File: config.mk
export PLATFORM = sky130hd
export DESIGN_NAME = gaps_ctrl
export DESIGN_NICKNAME = d
export VERILOG_FILES = /design/src/rtl/gaps_pkg.sv /design/src/rtl/gaps_ctrl.sv
export SDC_FILE = /design/constraint.sdc
export NUM_CORES = 1
export LEC_CHECK = 0
export ABC_AREA = 1
export BUFFER_PORTS_ARGS = -buffer_cell sky130_fd_sc_hd__buf_2
export CORE_AREA = 3 3 42 44
export CTS_CLUSTER_DIAMETER = 100
export DETAILED_ROUTE_END_ITERATION = 10
export DIE_AREA = 0 0 45 47
export PLACE_DENSITY = 0.71
export SYNTH_ARGS = -nofsm -noshare
export SYNTH_HDL_FRONTEND = slang
export SYNTH_SLANG_ARGS = --single-unit
File: constraint.sdc
create_clock -name clock -period 1.3 [get_ports clock]
set_input_delay 0.39 -clock clock [delete_from_list [all_inputs] [get_ports clock]]
set_output_delay 0.39 -clock clock [all_outputs]
set_load 0.05 [all_outputs]
File: src/rtl/gaps_pkg.sv
package gaps_pkg;

   localparam int MAX_WIDTH_DEF  = 8;
   localparam int MAX_HEIGHT_DEF = 8;
   localparam int OPEN_DEPTH_DEF = 256;

   localparam int STEP_STRAIGHT = 10;
   localparam int STEP_DIAGONAL = 14;
   localparam int RESULT_LIMIT  = 64;

   localparam logic [1:0] KIND_OPEN = 2'd0;
   localparam logic [1:0] KIND_WALL = 2'd1;
   localparam logic [1:0] KIND_DOOR = 2'd2;

   localparam logic [1:0] RSP_FOUND    = 2'd0;
   localparam logic [1:0] RSP_NO_PATH  = 2'd1;
   localparam logic [1:0] RSP_REJECT   = 2'd2;
   localparam logic [1:0] RSP_OVERFLOW = 2'd3;

   localparam logic CSR_GRID_WIDTH  = 1'b0;
   localparam logic CSR_GRID_HEIGHT = 1'b1;

   localparam logic [3:0] DIM_RESET = 4'd8;

   typedef enum logic [3:0] {
      ST_IDLE, ST_KSRC, ST_KDST, ST_CHECK, ST_POP, ST_SC_RD, ST_SC_CMP, ST_SH_RD,
      ST_SH_WR, ST_G_USE, ST_NB_RD, ST_NB_EVAL, ST_EMIT, ST_PAR_USE, ST_FAIL
   } ctrl_state_type;

   typedef enum logic [4:0] {
      OP_NONE, OP_ACCEPT, OP_RD_SRC, OP_RD_DST, OP_INIT, OP_SCAN_START, OP_SCAN_RD,
      OP_SCAN_CMP, OP_SHIFT_RD, OP_SHIFT_WR, OP_POP_DONE, OP_G_USE, OP_NB_NEXT,
      OP_NB_RD, OP_NB_EVAL, OP_LOAD_PATH, OP_PAR_USE, OP_LOAD_FAIL
   } dp_op_type;

   typedef struct packed {
      dp_op_type  op;
      logic [1:0] code;
   } dp_cmd_type;

   typedef struct packed {
      logic reject;
      logic open_empty;
      logic scan_last;
      logic shift_done;
      logic cur_is_dst;
      logic nb_in_range;
      logic k_last;
      logic overflow;
      logic path_final;
      logic out_free;
   } dp_status_type;

   function automatic logic signed [1:0] step_dx(input logic [2:0] k);
      case (k)
         3'd0, 3'd4, 3'd5: return -2'sd1;
         3'd1, 3'd3:       return 2'sd0;
         default:          return 2'sd1;
      endcase
   endfunction

   function automatic logic signed [1:0] step_dy(input logic [2:0] k);
      case (k)
         3'd0, 3'd2:       return 2'sd0;
         3'd1, 3'd4, 3'd6: return -2'sd1;
         default:          return 2'sd1;
      endcase
   endfunction

   // register value 0 acts as 1, values above the maximum clamp to it
   function automatic logic [7:0] dim_in_use(input logic [3:0] r, input logic [7:0] mx);
      if (r == 4'd0) return 8'd1;
      if ({4'd0, r} > mx) return mx;
      return {4'd0, r};
   endfunction

endpackage

File: src/rtl/gaps_ctrl.sv
module gaps_ctrl import gaps_pkg::*; (
   input  logic          clock,
   input  logic          reset,
   input  logic          req_valid,
   input  logic          req_cmd,
   input  dp_status_type stat,
   output dp_cmd_type    cmd,
   output logic          req_stall
);

   ctrl_state_type state_ff, state_in;
   logic [1:0]     fail_ff, fail_in;

   always_ff @(posedge clock) begin
      if (reset) begin
         state_ff <= ST_IDLE;
         fail_ff  <= RSP_FOUND;
      end else begin
         state_ff <= state_in;
         fail_ff  <= fail_in;
      end
   end

   always_comb begin
      state_in  = state_ff;
      fail_in   = fail_ff;
      cmd.op    = OP_NONE;
      cmd.code  = fail_ff;
      req_stall = 1'b1;
      case (state_ff)
         ST_IDLE: begin
            req_stall = 1'b0;
            if (req_valid) begin
               cmd.op = OP_ACCEPT;
               if (req_cmd) state_in = ST_KSRC;
            end
         end
         ST_KSRC: begin
            cmd.op   = OP_RD_SRC;
            state_in = ST_KDST;
         end
         ST_KDST: begin
            cmd.op   = OP_RD_DST;
            state_in = ST_CHECK;
         end
         ST_CHECK: begin
            if (stat.reject) begin
               fail_in  = RSP_REJECT;
               state_in = ST_FAIL;
            end else begin
               cmd.op   = OP_INIT;
               state_in = ST_POP;
            end
         end
         ST_POP: begin
            if (stat.open_empty) begin
               fail_in  = RSP_NO_PATH;
               state_in = ST_FAIL;
            end else begin
               cmd.op   = OP_SCAN_START;
               state_in = ST_SC_RD;
            end
         end
         ST_SC_RD: begin
            cmd.op   = OP_SCAN_RD;
            state_in = ST_SC_CMP;
         end
         ST_SC_CMP: begin
            cmd.op   = OP_SCAN_CMP;
            state_in = stat.scan_last ? ST_SH_RD : ST_SC_RD;
         end
         ST_SH_RD: begin
            if (stat.shift_done) begin
               cmd.op   = OP_POP_DONE;
               state_in = stat.cur_is_dst ? ST_EMIT : ST_G_USE;
            end else begin
               cmd.op   = OP_SHIFT_RD;
               state_in = ST_SH_WR;
            end
         end
         ST_SH_WR: begin
            cmd.op   = OP_SHIFT_WR;
            state_in = ST_SH_RD;
         end
         ST_G_USE: begin
            cmd.op   = OP_G_USE;
            state_in = ST_NB_RD;
         end
         ST_NB_RD: begin
            if (stat.nb_in_range) begin
               cmd.op   = OP_NB_RD;
               state_in = ST_NB_EVAL;
            end else begin
               cmd.op   = OP_NB_NEXT;
               state_in = stat.k_last ? ST_POP : ST_NB_RD;
            end
         end
         ST_NB_EVAL: begin
            if (stat.overflow) begin
               fail_in  = RSP_OVERFLOW;
               state_in = ST_FAIL;
            end else begin
               cmd.op   = OP_NB_EVAL;
               state_in = stat.k_last ? ST_POP : ST_NB_RD;
            end
         end
         ST_EMIT: begin
            if (stat.out_free) begin
               cmd.op   = OP_LOAD_PATH;
               state_in = stat.path_final ? ST_IDLE : ST_PAR_USE;
            end
         end
         ST_PAR_USE: begin
            cmd.op   = OP_PAR_USE;
            state_in = ST_EMIT;
         end
         ST_FAIL: begin
            if (stat.out_free) begin
               cmd.op   = OP_LOAD_FAIL;
               state_in = ST_IDLE;
            end
         end
         default: state_in = ST_IDLE;
      endcase
   end

endmodule

==> impl.org, run 1 <==
** Status
- The flow ran to the end, but the final reports show violations.
- The checks that failed: negative setup slack.

** Timing
- Setup slack on the critical path of the routed design comes to -0.585 ns.
- Normalized max-slew margin :: 0.836
- The final-report hold violation count is 0.
- For the final routed database, the setup TNS stands at -3.62 ns.
- RSZ-0062 raised after global routing :: yes
- Setup violations remaining at the end of the flow were counted as 12.
- Post-layout minimum cycle time :: 1.89 ns
- On the final layout, the worst clock skew is 0.0104 ns.
- The number of max-slew violations in the final report came to 0.
- Final Cycle Share :: 1.45
- Derived from the worst setup path, the maximum achievable clock frequency is 530 MHz.
- For the pin with the worst max-slew slack, the measured transition is 0.247 ns.

** Yosys
- XOR/XNOR share of the synthesized area :: 0
- The area fraction in compound gates after synthesis is 0.101.
- In this run the mean area of a mapped cell was 5.18 um2.
- Number of distinct library cell variants in the gate-level netlist after synthesis :: 16
- During synthesis, Yosys emitted a total of 0 warnings.
- Of the total synthesized cell area, the portion taken by full adders, half adders and majority gates is 0.
- By area, the combinational part of the netlist is dominated by simple AND/OR/NAND/NOR gates.
- Counting flops and latches in the post-synthesis netlist gives 6.
- In this run the cell area of the synthesized design comes to 617 um2.
- Of the total synthesized cell area, the portion taken by AND, OR, NAND and NOR gates is 0.600.
- Register area share after synthesis :: 0.195
- Number of nets produced by synthesis :: 133
- Synthesis produced a netlist whose cell count is 119.
- After synthesis, the share of cell area in mux cells is 0.

** Min path
- Class of the tightest hold or removal check :: in2reg
- Worst min-delay path endpoint :: state_ff[3]
- Worst hold path depth :: 2
- In this run the most critical hold path is launched from reset.

** Placement
- Final weighted congestion of routability-driven global placement :: 0.864
- PortBufs :: 21
- Post-detailed-placement half-perimeter wirelength :: 1.83 mm

** Cells and area
- Number of nets in the layout :: 195
- Register Area :: 135 um2
- Area Overhead vs Synth :: 99.0%
- Final-layout fill cell count :: 96
- The multi-input combinational cells in the finished layout cover a total of 556 um2.
- Most common cell after layout, fill and taps aside :: sky130_fd_sc_hd__nand2_1
- In the final layout, the share of cells above drive strength 1 is 0.522.
- In the layout the commonest cells are 40 x sky130_fd_sc_hd__nand2_1, 34 x sky130_fd_sc_hd__buf_4, 15 x sky130_fd_sc_hd__buf_2.
- For this run, the share of the core covered by cells in the final layout is 0.834.
- The number of antenna diodes in the final layout is 0.

** GRT
- Via count of the first global-routing pass :: 932
- The first global-routing pass estimated 3.88 mm of wire.
- Gr usage total :: 0.257
- Initial antenna violation count :: 0
- Overflow left after global routing :: 0
- Pin count of the biggest net entering global routing :: 8

** Clock tree
- The number of hold buffers added after CTS was 0.
- Clock tree from TritonCTS :: done
- Largest buffer count on any clock path :: 2
- The later pin in the worst-skew pair is clocked with a latency of 0.25 ns.
- The clock drives 6 sinks.
- Clock transition time at the flip-flop clock pins of the worst setup and hold paths :: 0.05 ns
- In this run, CTS created clock tree buffers numbering 3.
- Number of levels in the clock H-tree :: 1
- Buffer cell driving the clock tree root :: sky130_fd_sc_hd__clkbuf_4

** Run
- Max cap viols :: 0

** Worst setup path
- In this run the worst path has a maximum fanout of 6.
- The worst setup path is of the reg2out kind.
- STA classifies the critical path startpoint as a flip-flop.
- Critical Path AT :: 1.50 ns
- Critical R2R Launch :: state_ff[2]
- Walking the worst path, the cells encountered are inv_4 -> nor2_4 -> nand3b_1 -> nand2_1 -> nor2_1 -> nand4_1 -> buf_6.
- Logic depth of the worst register-to-register path :: 10
- The endpoint identified for the worst register-to-register timing path is state_ff[2].
- For the worst setup path, the data required time is 0.91 ns.
- Worst R2R Setup Slack :: -0.22 ns
- On the worst path, the slowest cell contributes a delay of 0.40 ns.
- Crit-path slowest cell :: sky130_fd_sc_hd__dfxtp_4
- CP Capture Type :: output port

** Floorplan
- Placement row count :: 14
- The floorplan step set the die height to 47 um.
- Core region area :: 0.00147 mm2
- The floorplan step defined a die boundary enclosing 0.00212 mm2.
- From left edge to right edge, the die measures 45 um.
- Pin placement for this block handled 22 I/O pins.
- The initial utilization of the core area, before any placement, comes to 0.419.

** Power
- Power per Cell Area :: 1570 mW/mm2
- Across the VDD grid, the largest voltage drop is 0.00178 V.
- Total Power Consumption :: 1.93 mW
- Summed over all cells, the static leakage comes to 0.680 nW.

** Detailed routing
- Number of DRC markers in iteration 0 :: 64
- For this run, the detailed router's first-pass iteration total came to 4.
- Post-route DRC :: 0
- Post-detailed-routing wire length :: 2.76 mm
- After detailed routing, the average wire length per cell comes to 14.1 um.
- Detailed routing inserted a total of 1064 vias.
- Final ANT Viol Nets :: 0
- Dividing the detail-routed via count by the number of cells gives 5.43.
==> cell usage after synthesis <==
library cell                instances  area, um2
sky130_fd_sc_hd__o21ai_0            2       10.0
sky130_fd_sc_hd__nor2_4             1       11.3
sky130_fd_sc_hd__nor2_1            18       67.6
sky130_fd_sc_hd__o21bai_1           1       7.51
sky130_fd_sc_hd__dfxtp_1            6        120
sky130_fd_sc_hd__inv_2              1       3.75
sky130_fd_sc_hd__o2111ai_1          2       17.5
sky130_fd_sc_hd__nand4_1            3       18.8
sky130_fd_sc_hd__a21oi_1            4       20.0
sky130_fd_sc_hd__nor3_1             1       5.00
sky130_fd_sc_hd__inv_1             16       60.1
sky130_fd_sc_hd__nor2_2             1       6.26
sky130_fd_sc_hd__nand2_1           45        169
sky130_fd_sc_hd__o211ai_1           1       7.51
sky130_fd_sc_hd__nand3b_1           3       22.5
sky130_fd_sc_hd__nand3_1           14       70.1
==> kinds of logic (layout without fill, tap and decap cells) <==
group | after synthesis | in the layout
buffers and inverters | 17 | 78
and+or+nand+nor | 86 | 86
AOI/OAI and AO/OA | 10 | 10
DFF | 6 | 6
==> what timing repair did <==
action / 4_1_cts / 5_1_grt
resized for setup: 29 / 12
setup endpoints to repair: 12 / 12
setup buffers: 3 / 3
pin swaps: 7 / 3
==> worst max-delay path by stage <==
stage / start / to / slack (ns)
2_1_floorplan: state_ff[2] / cmd[2] / -0.32
3_3_place_gp: state_ff[2] / cmd[2] / -0.36
3_5_place_dp: state_ff[2] / cmd[2] / -0.39
4_1_cts: state_ff[2] / cmd[2] / -0.55
5_1_grt: state_ff[2] / cmd[2] / -0.65
6_report: state_ff[2] / cmd[2] / -0.59
==> cell type report <==
class,instances,share of cell area
clock buffers,4,0.0214
inverters,17,0.0540
multi-input cells,96,0.453
flip-flops and latches,6,0.110
well taps,16,0.0163
repair buffers,57,0.346
==> worst max-delay path: cells and delay by family, from the launching register on <==
kind / cells / cell delay [ns]
simple gates: 5 / 0.62
flops: 1 / 0.40
buf+inv: 2 / 0.21
==> sequential cells by signal (all words and copies together) (netlist names) <==
| name | flops |
|---|---|
| fail_ff | 2 |
| state_ff | 4 |
==> stage by stage <==
step | hold slack (ns) | std cells | setup slack (ns) | instance area (um2)
finish | 0.309 | 196 | -0.585 | 1230
global route | 0.300 | 196 | -0.648 | 1230
CTS | 0.308 | 193 | -0.548 | 1160
detailed placement | 0.436 | 186 | -0.391 | 1020
global placement | 0.431 | 186 | -0.362 | 1020
floorplan | 0.452 | 119 | -0.318 | 668
==> routing by layer <==
metal	track usage	vias to the layer above	routed length, um
met4	0.152	0	85
met2	0.480	67	1450
li1	-	506	-
met1	0.279	479	1040
met5	0	-	0
met3	0.0268	12	180
==> where the power goes <==
group	switching, mW	internal [mW]	total (mW)
clock	0.0747	0.117	0.191
sequential	0.0790	0.236	0.315
combinational	0.825	0.600	1.42
total	0.978	0.953	1.93
(Power assumes the default switching activity.)
==> run 2, diff against run 1 <==
--- a/config.mk
+++ b/config.mk
@@ -12,6 +12,7 @@
 export DETAILED_ROUTE_END_ITERATION = 10
 export DIE_AREA = 0 0 45 47
 export PLACE_DENSITY = 0.71
+export RECOVER_POWER = 50
 export SYNTH_ARGS = -nofsm -noshare
 export SYNTH_HDL_FRONTEND = slang
 export SYNTH_SLANG_ARGS = --single-unit
==> impl.org, run 2 (synthesized netlist as in run 1, its figures left out) <==
** Clock tree
- Number of buffers added to fix hold violations after cts :: 0
- Buffers inserted during clock tree synthesis total 3.
- The later pin in the worst-skew pair is clocked with a latency of 0.25 ns.
- Clock tree from TritonCTS :: done
- In this run the number of H-tree levels came out at 1.
- Clk sinks :: 6
- The longest clock path from root to sink contains 2 buffers.
- Clock-pin slew was measured on the worst setup and hold paths at 0.05 ns.
- Buffer cell driving the clock tree root :: sky130_fd_sc_hd__clkbuf_4

** Power
- Logic gate share of total power :: 0.737
- Power per Cell Area :: 1570 mW/mm2
- After layout, the design draws a total of 1.93 mW.
- Switching power :: 0.978 mW
- The share of total power dissipated in sequential elements is 0.163.
- Max IR drop VDD :: 0.00178 V
- Net Sw Frac :: 0.507
- The share of total power dissipated in the clock network is 0.099.
- Internal Power :: 0.952 mW
- Static Leakage :: 0.679 nW

** Detailed routing
- Dividing the detail-routed via count by the number of cells gives 5.39.
- For this block, the routed nets add up to 2.75 mm of wire.
- Before antenna repair, the detailed router went through 4 iterations.
- Routed via count :: 1056
- Number of DRC markers in iteration 0 :: 64
- Dividing the detail-routed wire length by the instance count gives 14.0 um.
- In this run the remaining antenna-violating nets after routing total 0.
- Post-route DRC :: 0

** Worst setup path
- Critical R2R Launch :: state_ff[2]
- CP Launch Type :: flip-flop
- Data on the critical path arrives at its endpoint at 1.50 ns.
- Of all nets on the critical path, the largest fanout is 6.
- The endpoint identified for the worst register-to-register timing path is state_ff[2].
- WP buf/inv :: 2
- Walking the worst path, the cells encountered are inv_4 -> nor2_4 -> nand3b_1 -> nand2_1 -> nor2_1 -> nand4_1 -> buf_6.
- The critical path is of the reg2out type.
- The slowest stage of the critical path belongs to the cell sky130_fd_sc_hd__dfxtp_4.
- Among cell families on the critical path, the largest total delay comes from simple AND/OR/NAND/NOR gates.
- The worst setup path is captured at an output port.
- Crit path from :: state_ff[2]
- Measured in cells, the most critical reg-to-reg path has a length of 10.
- Worst R2R Setup Slack :: -0.22 ns
- Largest incremental delay on the critical path :: 0.40 ns
- Req. time, crit path :: 0.91 ns

** Min path
- The startpoint identified for the worst hold timing path is reset.
- Worst min-delay path endpoint :: state_ff[3]
- The worst hold path was traced through 2 stages.
- Class of the tightest hold or removal check :: in2reg

** Floorplan
- Starting density of the core :: 0.419
- The die covers 0.00212 mm2.
- Die extent in y :: 47 um
- Core region area :: 0.00147 mm2
- In this run the core area contains 14 standard-cell rows.
- 22 I/O pins were placed.
- Die Width :: 45 um

** Cells and area
- The register with the most flip-flops in the layout has 4 of them.
- # diodes :: 0
- Measured on the finished design, the core utilization comes to 0.834.
- Leaving out fill and tap cells, the most frequent cell in the layout is sky130_fd_sc_hd__nand2_1.
- Highest-count cells in the layout ignoring fill and taps :: 40 x sky130_fd_sc_hd__nand2_1, 34 x sky130_fd_sc_hd__buf_4, 14 x sky130_fd_sc_hd__buf_2
- Across the whole layout, storage elements account for 135 um2.
- state_ff holds more flip-flops than any other register.
- Area Overhead vs Synth :: 99.0%
- With fillers left out, the area of the finished cells amounts to 0.00123 mm2.
- In the final layout, the multi-input gates occupy 556 um2.
- Fraction of final layout cells with drive strength greater than 1 :: 0.522
- The filler cells instantiated in the layout total 96.
- Largest registers :: state_ff (4), fail_ff (2)
- For this run, the post-layout net count is 195.

** Placement
- Port buffering added 21 buffers.
- Post-place instance area :: 0.00102 mm2
- Detailed placement finished with a half-perimeter wire length of 1.83 mm.
- Final weighted congestion of routability-driven global placement :: 0.864
- Setup Slack @ Placement :: -0.391 ns

** Timing
- Post-layout minimum cycle time :: 1.89 ns
- RSZ-0062 raised after global routing :: yes
- Final Hold Vio Count :: 0
- After layout, the worst setup slack is -0.586 ns.
- Static timing analysis puts the maximum clock frequency at 530 MHz.
- At the pin with the least slew margin, the transition time is 0.276 ns.
- Setup violations remaining at the end of the flow were counted as 12.
- Fin. max-slew vios :: 0
- Final Cycle Share :: 1.45
- Final clock skew :: 0.0104 ns
- Measured against its own limit, the worst slew margin works out to 0.817.

** GRT
- The via count of the first global-routing pass came to 932.
- Gr usage total :: 0.257
- For this run, global-route usage on met3 was measured as 0.0268.
- Entering global routing, the biggest net connects 8 pins.
- Wire length of the first global-routing pass :: 3.88 mm
- Global routing finished with a remaining overflow of 0.
- For met1 alone, demand over resource in global routing was 0.279.
- In the global route stage, met2 resource usage came out at 0.480.
- The initial antenna violation count was 0.
- Most congested layer reported by global routing :: met2

** Status
- Violations in the final reports :: negative setup slack
- Result of the run :: finished with violations

** Run
- Across the run, the number of max-cap violations was 0.
[run 2: worst max path at each step]
| stage | end | slack [ns] | cells after the start |
|---|---|---|---|
| final | cmd[2] | -0.59 | 7 |
| after global routing | cmd[2] | -0.65 | 7 |
| after CTS | cmd[2] | -0.55 | 7 |
| after detailed placement | cmd[2] | -0.39 | 7 |
| after global placement | cmd[2] | -0.36 | 7 |
| after floorplan | cmd[2] | -0.32 | 6 |
[run 2: timing repair]
action                                  in CTS  in global routing
gates resized for setup                     29                 12
setup buffers                                3                  3
pin swaps                                    7                  3
endpoints found under the hold margin        0                  0
endpoints found under the setup margin      12                 12
[run 2: area by class of cell]
class,count,area share
Timing Repair Buffer,57,0.346
Sequential cell,6,0.110
Multi-Input combinational cell,96,0.453
Tap cell,16,0.0163
Inverter,17,0.0540
Clock buffer,4,0.0214
[run 2: per-layer routing]
metal | part of all wire | routed length (um)
met4 | 0.031 | 85
met1 | 0.38 | 1050
met3 | 0.059 | 163
met5 | 0 | 0
met2 | 0.53 | 1450
[run 2: power by group through the flow]
stage	sequential [mW]	clock, mW	combinational, mW
after detailed placement	0.288	0	1.18
after CTS	0.307	0.198	1.33
final	0.315	0.191	1.42
after global placement	0.286	0	1.17
after floorplan	0.310	0	0.672
after global routing	0.323	0.216	1.51
[run 2: stage by stage]
stage                     setup TNS (ns)  std cells  hold slack [ns]
final                              -3.62        196            0.309
after global routing               -4.39        196            0.300
after CTS                          -3.05        193            0.308
after detailed placement           -2.13        186            0.436
after global placement             -1.93        186            0.431
after floorplan                    -1.00        119            0.452
